### config.mk
export PLATFORM = sky130hd
export DESIGN_NAME = sync_sum_frame_receiver
export DESIGN_NICKNAME = d
export VERILOG_FILES = /design/src/rtl/sscfr_pkg.sv /design/src/rtl/sync_sum_frame_receiver.sv /design/src/rtl/sscfr_cfg_regs.sv /design/src/rtl/sscfr_bank_mem.sv /design/src/rtl/sscfr_frame_ctrl.sv
export VERILOG_INCLUDE_DIRS = /design/src /design/src/rtl
export SDC_FILE = /design/constraint.sdc
export NUM_CORES = 1
export LEC_CHECK = 0
export BUFFER_PORTS_ARGS = -buffer_cell sky130_fd_sc_hd__buf_2
export CORE_AREA = 2 2 219 329
export DETAILED_ROUTE_END_ITERATION = 7
export DIE_AREA = 0 0 221 331
export PLACE_DENSITY = 0.76
export SLEW_MARGIN = 20
export SYNTH_ARGS = -nofsm -noshare
export SYNTH_HDL_FRONTEND = slang
export SYNTH_SLANG_ARGS = --single-unit
export TNS_END_PERCENT = 100
### constraint.sdc
create_clock -name clock -period 4.8 [get_ports clock]
set_input_delay 0 -clock clock [delete_from_list [all_inputs] [get_ports clock]]
set_output_delay 0 -clock clock [all_outputs]
set_load 0.01 [all_outputs]
### src/rtl/sync_sum_frame_receiver_defines.svh
// Assertion macros shared by the frame receiver RTL.
`ifndef SYNC_SUM_FRAME_RECEIVER_DEFINES_SVH
`define SYNC_SUM_FRAME_RECEIVER_DEFINES_SVH

// Same-cycle implication, checked on every rising clock edge outside reset.
`define SSCFR_ASSERT_NOW(label, ante, cons) \
   label: assert property (@(posedge clock) disable iff (reset) (ante) |-> (cons)) \
      else $error("sscfr assertion failed");

// Next-cycle implication, checked on every rising clock edge outside reset.
`define SSCFR_ASSERT_NEXT(label, ante, cons) \
   label: assert property (@(posedge clock) disable iff (reset) (ante) |=> (cons)) \
      else $error("sscfr assertion failed");

`endif

### src/rtl/sscfr_pkg.sv
// Types, codes and constants of the sync/sum frame receiver.
`default_nettype none
package sscfr_pkg;

   localparam int FRAME_BYTES_DEFAULT = 53;
   localparam int DATA_W              = 8;
   localparam int READ_INDEX_W        = 6;
   localparam int SUM_W               = 16;
   localparam int CSR_INDEX_W         = 2;

   typedef enum logic [1:0] {
      FUNC_RX_BYTE = 2'd0,
      FUNC_TICK    = 2'd1,
      FUNC_READ    = 2'd2,
      FUNC_RELEASE = 2'd3
   } func_type;

   typedef enum logic [2:0] {
      ST_TAKEN      = 3'd0,
      ST_ACCEPTED   = 3'd1,
      ST_BAD_HEADER = 3'd2,
      ST_BAD_SUM    = 3'd3,
      ST_DROPPED    = 3'd4,
      ST_TIMEOUT    = 3'd5,
      ST_RELEASED   = 3'd6,
      ST_READ       = 3'd7
   } status_type;

   typedef enum logic [CSR_INDEX_W-1:0] {
      CFG_SYNC_FIRST    = 2'd0,
      CFG_SYNC_SECOND   = 2'd1,
      CFG_LENGTH_CODE   = 2'd2,
      CFG_TIMEOUT_TICKS = 2'd3
   } cfg_index_type;

   localparam logic [DATA_W-1:0] SYNC_FIRST_RESET    = 8'h55;
   localparam logic [DATA_W-1:0] SYNC_SECOND_RESET   = 8'hAA;
   localparam logic [DATA_W-1:0] LENGTH_CODE_RESET   = 8'd48;
   localparam logic [DATA_W-1:0] TIMEOUT_TICKS_RESET = 8'd2;
   localparam logic [DATA_W-1:0] TICKS_MAX           = 8'hFF;

   typedef struct packed {
      func_type                  func;
      logic [DATA_W-1:0]         rx_byte;
      logic [READ_INDEX_W-1:0]   read_index;
   } req_type;

   typedef struct packed {
      status_type                status;
      logic [DATA_W-1:0]         read_data;
      logic                      frame_held;
   } rsp_type;

   typedef struct packed {
      logic [DATA_W-1:0] sync_first;
      logic [DATA_W-1:0] sync_second;
      logic [DATA_W-1:0] length_code;
      logic [DATA_W-1:0] timeout_ticks;
   } cfg_type;

   // Per-transaction outcome from the frame controller; read_ok means the
   // bank memory was read for this transaction.
   typedef struct packed {
      status_type status;
      logic       read_ok;
      logic       frame_held;
   } ctrl_result_type;

endpackage
`default_nettype wire

### src/rtl/sync_sum_frame_receiver.sv
// Top level of the sync/sum frame receiver.
// Receives fixed frames of FRAME_BYTES bytes (5..63) into one of two banks of a
// single 2*FRAME_BYTES x 8 memory. Each req transaction is a received byte, a
// timer tick, a read of the held frame or a release, and yields exactly one rsp
// transaction, in order. A frame is sync_first, sync_second, length_code,
// payload, then a little-endian 16-bit sum of all bytes before the sum; a good
// frame is held by swapping banks unless a frame is already held. Throughput is
// one transaction per clock unless rsp_ready holds back the output register:
// the bank memory takes one write (byte) or one read (held-byte read) each
// cycle and all frame state lives in flops. rsp_valid is registered: an
// accepted req goes through stage 1, which waits for the memory read, and
// then the output register, which drives the rsp transaction. The memory
// needs no clearing pass after reset; only held banks are read, and they are
// always fully written. Configuration writes take effect the next cycle and
// must be made while no transaction is in flight.
`default_nettype none
`include "sync_sum_frame_receiver_defines.svh"
module sync_sum_frame_receiver #(
   parameter int FRAME_BYTES = sscfr_pkg::FRAME_BYTES_DEFAULT
) (
   input  logic                                  clock,
   input  logic                                  reset,
   input  logic                                  req_valid,
   output logic                                  req_ready,
   input  sscfr_pkg::req_type                    req_payload,
   output logic                                  rsp_valid,
   input  logic                                  rsp_ready,
   output sscfr_pkg::rsp_type                    rsp_payload,
   input  logic                                  csr_wen,
   input  logic [sscfr_pkg::CSR_INDEX_W-1:0]     csr_index,
   input  logic [sscfr_pkg::DATA_W-1:0]          csr_wdata
);

   localparam int DEPTH  = 2 * FRAME_BYTES;
   localparam int ADDR_W = $clog2(DEPTH);

   sscfr_pkg::cfg_type          cfg;
   sscfr_pkg::ctrl_result_type  result;
   logic                        accept;
   logic                        mem_wr_en, mem_rd_en;
   logic [ADDR_W-1:0]           mem_wr_addr, mem_rd_addr;
   logic [sscfr_pkg::DATA_W-1:0] mem_wr_data, mem_rd_data;

   // Stage 1 waits for the memory read; the output register then parts the
   // req side from a stalled rsp side.
   logic                        s1_valid_ff, s1_valid_in;
   sscfr_pkg::ctrl_result_type  s1_ff;
   logic                        s1_adv;
   logic                        rsp_valid_ff, rsp_valid_in;
   sscfr_pkg::rsp_type          rsp_ff;

   sscfr_cfg_regs u_cfg_regs (
      .clock     (clock),
      .reset     (reset),
      .csr_wen   (csr_wen),
      .csr_index (csr_index),
      .csr_wdata (csr_wdata),
      .cfg       (cfg)
   );

   sscfr_frame_ctrl #(
      .FRAME_BYTES (FRAME_BYTES)
   ) u_frame_ctrl (
      .clock       (clock),
      .reset       (reset),
      .accept      (accept),
      .req         (req_payload),
      .cfg         (cfg),
      .mem_wr_en   (mem_wr_en),
      .mem_wr_addr (mem_wr_addr),
      .mem_wr_data (mem_wr_data),
      .mem_rd_en   (mem_rd_en),
      .mem_rd_addr (mem_rd_addr),
      .result      (result)
   );

   sscfr_bank_mem #(
      .DEPTH (DEPTH)
   ) u_bank_mem (
      .clock   (clock),
      .wr_en   (mem_wr_en),
      .wr_addr (mem_wr_addr),
      .wr_data (mem_wr_data),
      .rd_en   (mem_rd_en),
      .rd_addr (mem_rd_addr),
      .rd_data (mem_rd_data)
   );

   // Output register empties or drains this cycle -> stage 1 moves on.
   assign s1_adv    = s1_valid_ff && (!rsp_valid_ff || rsp_ready);
   // Memory read data stays put while stage 1 stalls because no new
   // transaction is taken then.
   assign req_ready = !s1_valid_ff || !rsp_valid_ff || rsp_ready;
   assign accept    = req_valid && req_ready;

   assign s1_valid_in  = accept || (s1_valid_ff && !s1_adv);
   assign rsp_valid_in = s1_adv || (rsp_valid_ff && !rsp_ready);

   always_ff @(posedge clock) begin
      if (reset) begin
         s1_valid_ff  <= 1'b0;
         rsp_valid_ff <= 1'b0;
      end else begin
         s1_valid_ff  <= s1_valid_in;
         rsp_valid_ff <= rsp_valid_in;
      end
   end

   always_ff @(posedge clock) begin
      if (accept) begin
         s1_ff <= result;
      end
      if (s1_adv) begin
         rsp_ff.status     <= s1_ff.status;
         rsp_ff.read_data  <= s1_ff.read_ok ? mem_rd_data : '0;
         rsp_ff.frame_held <= s1_ff.frame_held;
      end
   end

   assign rsp_valid   = rsp_valid_ff;
   assign rsp_payload = rsp_ff;

   `SSCFR_ASSERT_NEXT(a_accept_fills_s1, req_valid && req_ready, s1_valid_ff)

endmodule
`default_nettype wire

### src/rtl/sscfr_cfg_regs.sv
// Configuration register file of the frame receiver.
`default_nettype none
module sscfr_cfg_regs (
   input  logic                                  clock,
   input  logic                                  reset,
   input  logic                                  csr_wen,
   input  logic [sscfr_pkg::CSR_INDEX_W-1:0]     csr_index,
   input  logic [sscfr_pkg::DATA_W-1:0]          csr_wdata,
   output sscfr_pkg::cfg_type                    cfg
);

   sscfr_pkg::cfg_type cfg_ff;
   sscfr_pkg::cfg_type cfg_in;

   always_comb begin
      cfg_in = cfg_ff;
      if (csr_wen) begin
         unique case (sscfr_pkg::cfg_index_type'(csr_index))
            sscfr_pkg::CFG_SYNC_FIRST:    cfg_in.sync_first    = csr_wdata;
            sscfr_pkg::CFG_SYNC_SECOND:   cfg_in.sync_second   = csr_wdata;
            sscfr_pkg::CFG_LENGTH_CODE:   cfg_in.length_code   = csr_wdata;
            sscfr_pkg::CFG_TIMEOUT_TICKS: cfg_in.timeout_ticks = csr_wdata;
            default:                      cfg_in = cfg_ff;
         endcase
      end
   end

   always_ff @(posedge clock) begin
      if (reset) begin
         cfg_ff.sync_first    <= sscfr_pkg::SYNC_FIRST_RESET;
         cfg_ff.sync_second   <= sscfr_pkg::SYNC_SECOND_RESET;
         cfg_ff.length_code   <= sscfr_pkg::LENGTH_CODE_RESET;
         cfg_ff.timeout_ticks <= sscfr_pkg::TIMEOUT_TICKS_RESET;
      end else begin
         cfg_ff <= cfg_in;
      end
   end

   assign cfg = cfg_ff;

endmodule
`default_nettype wire

### src/rtl/sscfr_bank_mem.sv
// Ping-pong frame bank memory: one write port, one registered read port.
`default_nettype none
module sscfr_bank_mem #(
   parameter int DEPTH = 2 * sscfr_pkg::FRAME_BYTES_DEFAULT
) (
   input  logic                              clock,
   input  logic                              wr_en,
   input  logic [$clog2(DEPTH)-1:0]          wr_addr,
   input  logic [sscfr_pkg::DATA_W-1:0]      wr_data,
   input  logic                              rd_en,
   input  logic [$clog2(DEPTH)-1:0]          rd_addr,
   output logic [sscfr_pkg::DATA_W-1:0]      rd_data
);

   logic [sscfr_pkg::DATA_W-1:0] mem [DEPTH];
   logic [sscfr_pkg::DATA_W-1:0] rd_data_ff;

   always_ff @(posedge clock) begin
      if (wr_en) begin
         mem[wr_addr] <= wr_data;
      end
   end

   always_ff @(posedge clock) begin
      if (rd_en) begin
         rd_data_ff <= mem[rd_addr];
      end
   end

   assign rd_data = rd_data_ff;

endmodule
`default_nettype wire

### src/rtl/sscfr_frame_ctrl.sv
// Frame assembly, header/sum check, timeout and hold control.
`default_nettype none
`include "sync_sum_frame_receiver_defines.svh"
module sscfr_frame_ctrl #(
   parameter int FRAME_BYTES = sscfr_pkg::FRAME_BYTES_DEFAULT
) (
   input  logic                                    clock,
   input  logic                                    reset,
   input  logic                                    accept,
   input  sscfr_pkg::req_type                      req,
   input  sscfr_pkg::cfg_type                      cfg,
   output logic                                    mem_wr_en,
   output logic [$clog2(2*FRAME_BYTES)-1:0]        mem_wr_addr,
   output logic [sscfr_pkg::DATA_W-1:0]            mem_wr_data,
   output logic                                    mem_rd_en,
   output logic [$clog2(2*FRAME_BYTES)-1:0]        mem_rd_addr,
   output sscfr_pkg::ctrl_result_type              result
);

   localparam int POS_W  = $clog2(FRAME_BYTES);
   localparam int ADDR_W = $clog2(2 * FRAME_BYTES);
   localparam int IW     = sscfr_pkg::READ_INDEX_W;
   localparam int DW     = sscfr_pkg::DATA_W;
   localparam int SW     = sscfr_pkg::SUM_W;

   localparam logic [POS_W-1:0]  POS_SYNC1 = POS_W'(0);
   localparam logic [POS_W-1:0]  POS_SYNC2 = POS_W'(1);
   localparam logic [POS_W-1:0]  POS_LEN   = POS_W'(2);
   localparam logic [POS_W-1:0]  POS_SUMLO = POS_W'(FRAME_BYTES - 2);
   localparam logic [POS_W-1:0]  POS_LAST  = POS_W'(FRAME_BYTES - 1);
   localparam logic [ADDR_W-1:0] BANK1_BASE = ADDR_W'(FRAME_BYTES);
   localparam logic [IW-1:0]     IDX_LIMIT  = IW'(FRAME_BYTES);

   logic              fill_bank_ff,  fill_bank_in;
   logic              held_bank_ff,  held_bank_in;
   logic [POS_W-1:0]  byte_count_ff, byte_count_in;
   logic [SW-1:0]     sum_ff,        sum_in;
   logic [DW-1:0]     sum_lo_ff,     sum_lo_in;
   logic              hdr_good_ff,   hdr_good_in;
   logic              started_ff,    started_in;
   logic [DW-1:0]     ticks_ff,      ticks_in;
   logic              hold_ff,       hold_in;

   logic              hdr_now;
   logic [DW-1:0]     ticks_inc;
   logic              read_ok;
   logic              accept_hold;

   assign ticks_inc = (ticks_ff == sscfr_pkg::TICKS_MAX) ? ticks_ff : ticks_ff + DW'(1);
   assign read_ok   = hold_ff && (req.read_index < IDX_LIMIT);
   assign accept_hold = accept && (result.status == sscfr_pkg::ST_ACCEPTED);

   always_comb begin
      fill_bank_in  = fill_bank_ff;
      held_bank_in  = held_bank_ff;
      byte_count_in = byte_count_ff;
      sum_in        = sum_ff;
      sum_lo_in     = sum_lo_ff;
      hdr_good_in   = hdr_good_ff;
      started_in    = started_ff;
      ticks_in      = ticks_ff;
      hold_in       = hold_ff;
      hdr_now       = hdr_good_ff;
      result.status = sscfr_pkg::ST_TAKEN;
      result.read_ok = 1'b0;
      mem_wr_en     = 1'b0;
      mem_rd_en     = 1'b0;

      if (accept) begin
         case (req.func)
            sscfr_pkg::FUNC_RX_BYTE: begin
               mem_wr_en = 1'b1;
               if (byte_count_ff == POS_SYNC1) begin
                  started_in = 1'b1;
                  ticks_in   = '0;
               end
               if (byte_count_ff == POS_SYNC1 && req.rx_byte != cfg.sync_first) begin
                  hdr_now = 1'b0;
               end
               if (byte_count_ff == POS_SYNC2 && req.rx_byte != cfg.sync_second) begin
                  hdr_now = 1'b0;
               end
               if (byte_count_ff == POS_LEN && req.rx_byte != cfg.length_code) begin
                  hdr_now = 1'b0;
               end
               hdr_good_in = hdr_now;
               if (byte_count_ff < POS_SUMLO) begin
                  sum_in = sum_ff + SW'(req.rx_byte);
               end
               if (byte_count_ff == POS_SUMLO) begin
                  sum_lo_in = req.rx_byte;
               end
               if (byte_count_ff != POS_LAST) begin
                  byte_count_in = byte_count_ff + POS_W'(1);
               end else begin
                  // Frame complete: header first, then sum, then hold.
                  if (!hdr_now) begin
                     result.status = sscfr_pkg::ST_BAD_HEADER;
                  end else if ({req.rx_byte, sum_lo_ff} != sum_ff) begin
                     result.status = sscfr_pkg::ST_BAD_SUM;
                  end else if (hold_ff) begin
                     result.status = sscfr_pkg::ST_DROPPED;
                  end else begin
                     result.status = sscfr_pkg::ST_ACCEPTED;
                     hold_in       = 1'b1;
                     held_bank_in  = fill_bank_ff;
                     fill_bank_in  = ~fill_bank_ff;
                  end
                  byte_count_in = '0;
                  sum_in        = '0;
                  hdr_good_in   = 1'b1;
                  started_in    = 1'b0;
                  ticks_in      = '0;
               end
            end
            sscfr_pkg::FUNC_TICK: begin
               if (started_ff) begin
                  ticks_in = ticks_inc;
                  if (ticks_inc > cfg.timeout_ticks) begin
                     result.status = sscfr_pkg::ST_TIMEOUT;
                     byte_count_in = '0;
                     sum_in        = '0;
                     hdr_good_in   = 1'b1;
                     started_in    = 1'b0;
                     ticks_in      = '0;
                  end
               end
            end
            sscfr_pkg::FUNC_READ: begin
               result.status  = sscfr_pkg::ST_READ;
               result.read_ok = read_ok;
               mem_rd_en      = read_ok;
            end
            default: begin
               result.status = sscfr_pkg::ST_RELEASED;
               hold_in       = 1'b0;
            end
         endcase
      end
      result.frame_held = hold_in;
   end

   assign mem_wr_addr = (fill_bank_ff ? BANK1_BASE : '0) + ADDR_W'(byte_count_ff);
   assign mem_wr_data = req.rx_byte;
   assign mem_rd_addr = (held_bank_ff ? BANK1_BASE : '0) +
                        ADDR_W'(req.read_index[POS_W-1:0]);

   always_ff @(posedge clock) begin
      if (reset) begin
         fill_bank_ff  <= 1'b0;
         held_bank_ff  <= 1'b1;
         byte_count_ff <= '0;
         sum_ff        <= '0;
         hdr_good_ff   <= 1'b1;
         started_ff    <= 1'b0;
         ticks_ff      <= '0;
         hold_ff       <= 1'b0;
      end else begin
         fill_bank_ff  <= fill_bank_in;
         held_bank_ff  <= held_bank_in;
         byte_count_ff <= byte_count_in;
         sum_ff        <= sum_in;
         hdr_good_ff   <= hdr_good_in;
         started_ff    <= started_in;
         ticks_ff      <= ticks_in;
         hold_ff       <= hold_in;
      end
   end

   always_ff @(posedge clock) begin
      sum_lo_ff <= sum_lo_in;
   end

   `SSCFR_ASSERT_NOW(a_banks_differ, 1'b1, fill_bank_ff != held_bank_ff)
   `SSCFR_ASSERT_NOW(a_count_needs_start, byte_count_ff != '0, started_ff)
   `SSCFR_ASSERT_NEXT(a_accept_holds, accept_hold, hold_ff && held_bank_ff != $past(held_bank_ff))

endmodule
`default_nettype wire
==> results.cfg <==
[sta]
setup_tns_ps = 0
maxSlewViolCount = 0
period_needed_ps = 3960
relSlewSlack_pct = 28.9
fmax_mhz = 252
setup_ws_ps = 836
clock-skew-final_ps = 20.8
timing.final.crit_share_pct = 82.6
tightest_slew_ps = 1060
rsz0062_at_grt = no
final-hold-violation-count = 0
setup_viol = 0

[clock_tree]
cts-buffers-inserted = 82
cts_buffer_depth = 3
cts_tree = done
insertion_delay_ps = 650
clk_pin_slew_ps = 70
htree_levels = 3
cts_setup_buffers = 0
clock-sinks = 950
ctsResizeCount = 0
cts_hold_buffers = 40
cts_root_buf = clkbuf_16

[grt]
met3_usage_pct = 3.29
grt_pass1_vias = 21119
met2_usage_pct = 42.7
grt_use_total_pct = 24.3
top_usage_layer = met2
met1_usage_pct = 29.6
grt_max_degree = 93
grt_first_pass_wirelength_um = 132000
grt.overflow.total = 0
antenna_found_initial = 1

[critical_path]
crit_arrival_ps = 4530
critPathLaunchType = flip-flop
crit_chain = ha_1 > nand2_1 > nor2_1 > nand3_1 > nand2b_1 > or2_2 > xnor2_1 > ha_1 > nand2_1 > nor2_1 > a21boi_2 > a221oi_2 > or3_1 > or4_1 > a21oi_1
rr_worst_depth = 15
criticalPathCategory = flip-flop to flip-flop
path_buf_inv = 0
cp_max_fo = 14
slowest_stage = or4_1
path_delay_family = simple AND/OR/NAND/NOR gates
required_ps = 5370
cp.depth = 15
ff2ff_setup_slack_ps = 840
critical_path.max_stage_delay_ps = 570
endpoint_kind = flip-flop

[pwr]
powerDensity_mw_per_mm2 = 391
cellLeakagePower_nw = 13.7
vdd_ir_drop_max_v = 0.000279
power_mw = 16.8

[final_layout]
diodes = 0
mostFrequentLayoutCells = edfxtp_1, mux4_2, nand2_1, nor2_1, clkbuf_16
area_growth_syn_to_layout_pct = 12.0
fin_cells = 3218
layout_commonest_cell = edfxtp_1
final_layout_size_suffix_gt1_share_pct = 21.6
nets = 2315

[synth]
synth.distinct_cells = 66
async_reset_ff_share_pct = 0
synth_edf_count = 881
avgSynthCellArea_um2 = 18.2
syn-cell-area_mm2 = 0.0385
syn_inst = 2113
synth_flop_cell = edfxtp_1
synth-seq-area-share_pct = 72.4
syn_nets = 2180
synth_seq_cells = 950
ys_warn_count = 0

[die]
die_w_um = 221
core_mm2 = 0.0701
placementRows = 119
die_y_um = 331
boundaryPins = 45
initial_core_util_pct = 54.8
die-area_mm2 = 0.0732

[hold_path]
worst_hold_path_type = primary input to flip-flop
hold_depth = 4

[place]
placed_cells = 3031
place_congestion = 0.909
hpwlAfterDp_um = 55200
dp_slack_ps = 849
portBuffers = 44

[status]
outcome = complete, no violations

[detailed_routing]
avgViaCountPerCell = 6.32
num_vias = 20340
drt-total-wl_um = 87500
firstDrtPassIters = 6
wl_per_cell_um = 27.2
drtIter0Drc = 2030
drcViolationCount = 0
ant_nets = 0

[run]
drv_cap = 0
[report_power, final]
part	switching [mW]	internal [mW]	total [mW]	leakage, nW
Sequential	0.0149	9.06	9.08	8.49
Clock	2.90	3.65	6.55	1.29
Combinational	0.731	0.472	1.20	3.91
Total	3.64	13.2	16.8	13.7
[flip-flops by register name (all words and copies together), names as in the netlist]
register and cells:
rsp_payload 12, rsp_valid 1, s1_ff 5, s1_valid_ff 1, u_bank_mem.mem 848, u_bank_mem.rd_data 8, u_cfg_regs.cfg 32, u_frame_ctrl.byte_count_ff 6
u_frame_ctrl.fill_bank_ff 1, u_frame_ctrl.hdr_good_ff 1, u_frame_ctrl.held_bank_ff 1, u_frame_ctrl.hold_ff 1, u_frame_ctrl.started_ff 1, u_frame_ctrl.sum_ff 16, u_frame_ctrl.sum_lo_ff 8, u_frame_ctrl.ticks_ff 8
[final cells by class]
| type | count | area [um2] |
|---|---|---|
| flip-flops and latches | 950 | 27800 |
| fillers | 4744 | 27000 |
| inverters | 20 | 75.1 |
| clock inverters | 49 | 473 |
| well taps | 907 | 1130 |
| multi-input cells | 1036 | 10100 |
| clock buffers | 98 | 2150 |
| repair buffers | 158 | 1280 |
[metrics by stage]
stage               hold WS, ps  util (%)  instance area [um2]
floorplan                  98.9         -                38500
global placement            249      57.1                40000
detailed placement          254      57.1                40100
CTS                        17.3      61.4                43100
global route               75.4      61.4                43100
finish                     33.1      61.4                43100
[path summary, 6_finish.rpt]
check                                         startpoint                       to
worst max-delay path            u_frame_ctrl.ticks_ff[0]  u_frame_ctrl.sum_ff[15]
worst min-delay path                     req_payload[14]                 s1_ff[3]
worst max register to register  u_frame_ctrl.ticks_ff[0]  u_frame_ctrl.sum_ff[15]
worst min register to register                  s1_ff[3]          rsp_payload[10]
[synth_stat cells, types with 10 or more instances]
cell type	n	share of area [%]
a21oi_1	55	0.72
nor3_1	18	0.23
clkbuf_1	54	0.53
dfxtp_1	69	3.6
inv_1	20	0.20
a211oi_1	21	0.41
mux4_2	240	14
ha_1	35	1.1
nand3_1	38	0.49
and2_1	14	0.23
nand3b_1	10	0.20
o22ai_1	16	0.26
buf_2	36	0.47
nor2_1	147	1.4
o21ai_0	21	0.27
nand2_1	181	1.8
edfxtp_1	881	69
xnor2_1	56	1.3
nand4_1	39	0.63
nor2b_1	22	0.36
[cell families after synthesis]
| group | after synthesis | share of synthesized area [%] |
|---|---|---|
| multiplexers | 249 | 14.3 |
| AND/OR/NAND/NOR | 506 | 6.01 |
| XOR/XNOR | 62 | 1.45 |
| adder cells (fa/ha/maj) | 36 | 1.19 |
| flip-flops | 950 | 72.4 |
| AO/OA/AOI/OAI | 183 | 3.19 |
| buffers and inverters | 127 | 1.47 |
[tightest hold or removal path: cells and delay by family]
family                   cells  cell delay [ps]
AND/OR/NAND/NOR              1              140
adder cells (fa/ha/maj)      1              220
buffers and inverters        2              210
[layer usage]
layer	part of all wire, %	vias to the layer above
met3	6.5	216
met4	5.2	2
met2	53	976
li1	-	8714
met1	36	10432
met5	0.014	-
Note: power is estimated with default switching activity, not from simulation.
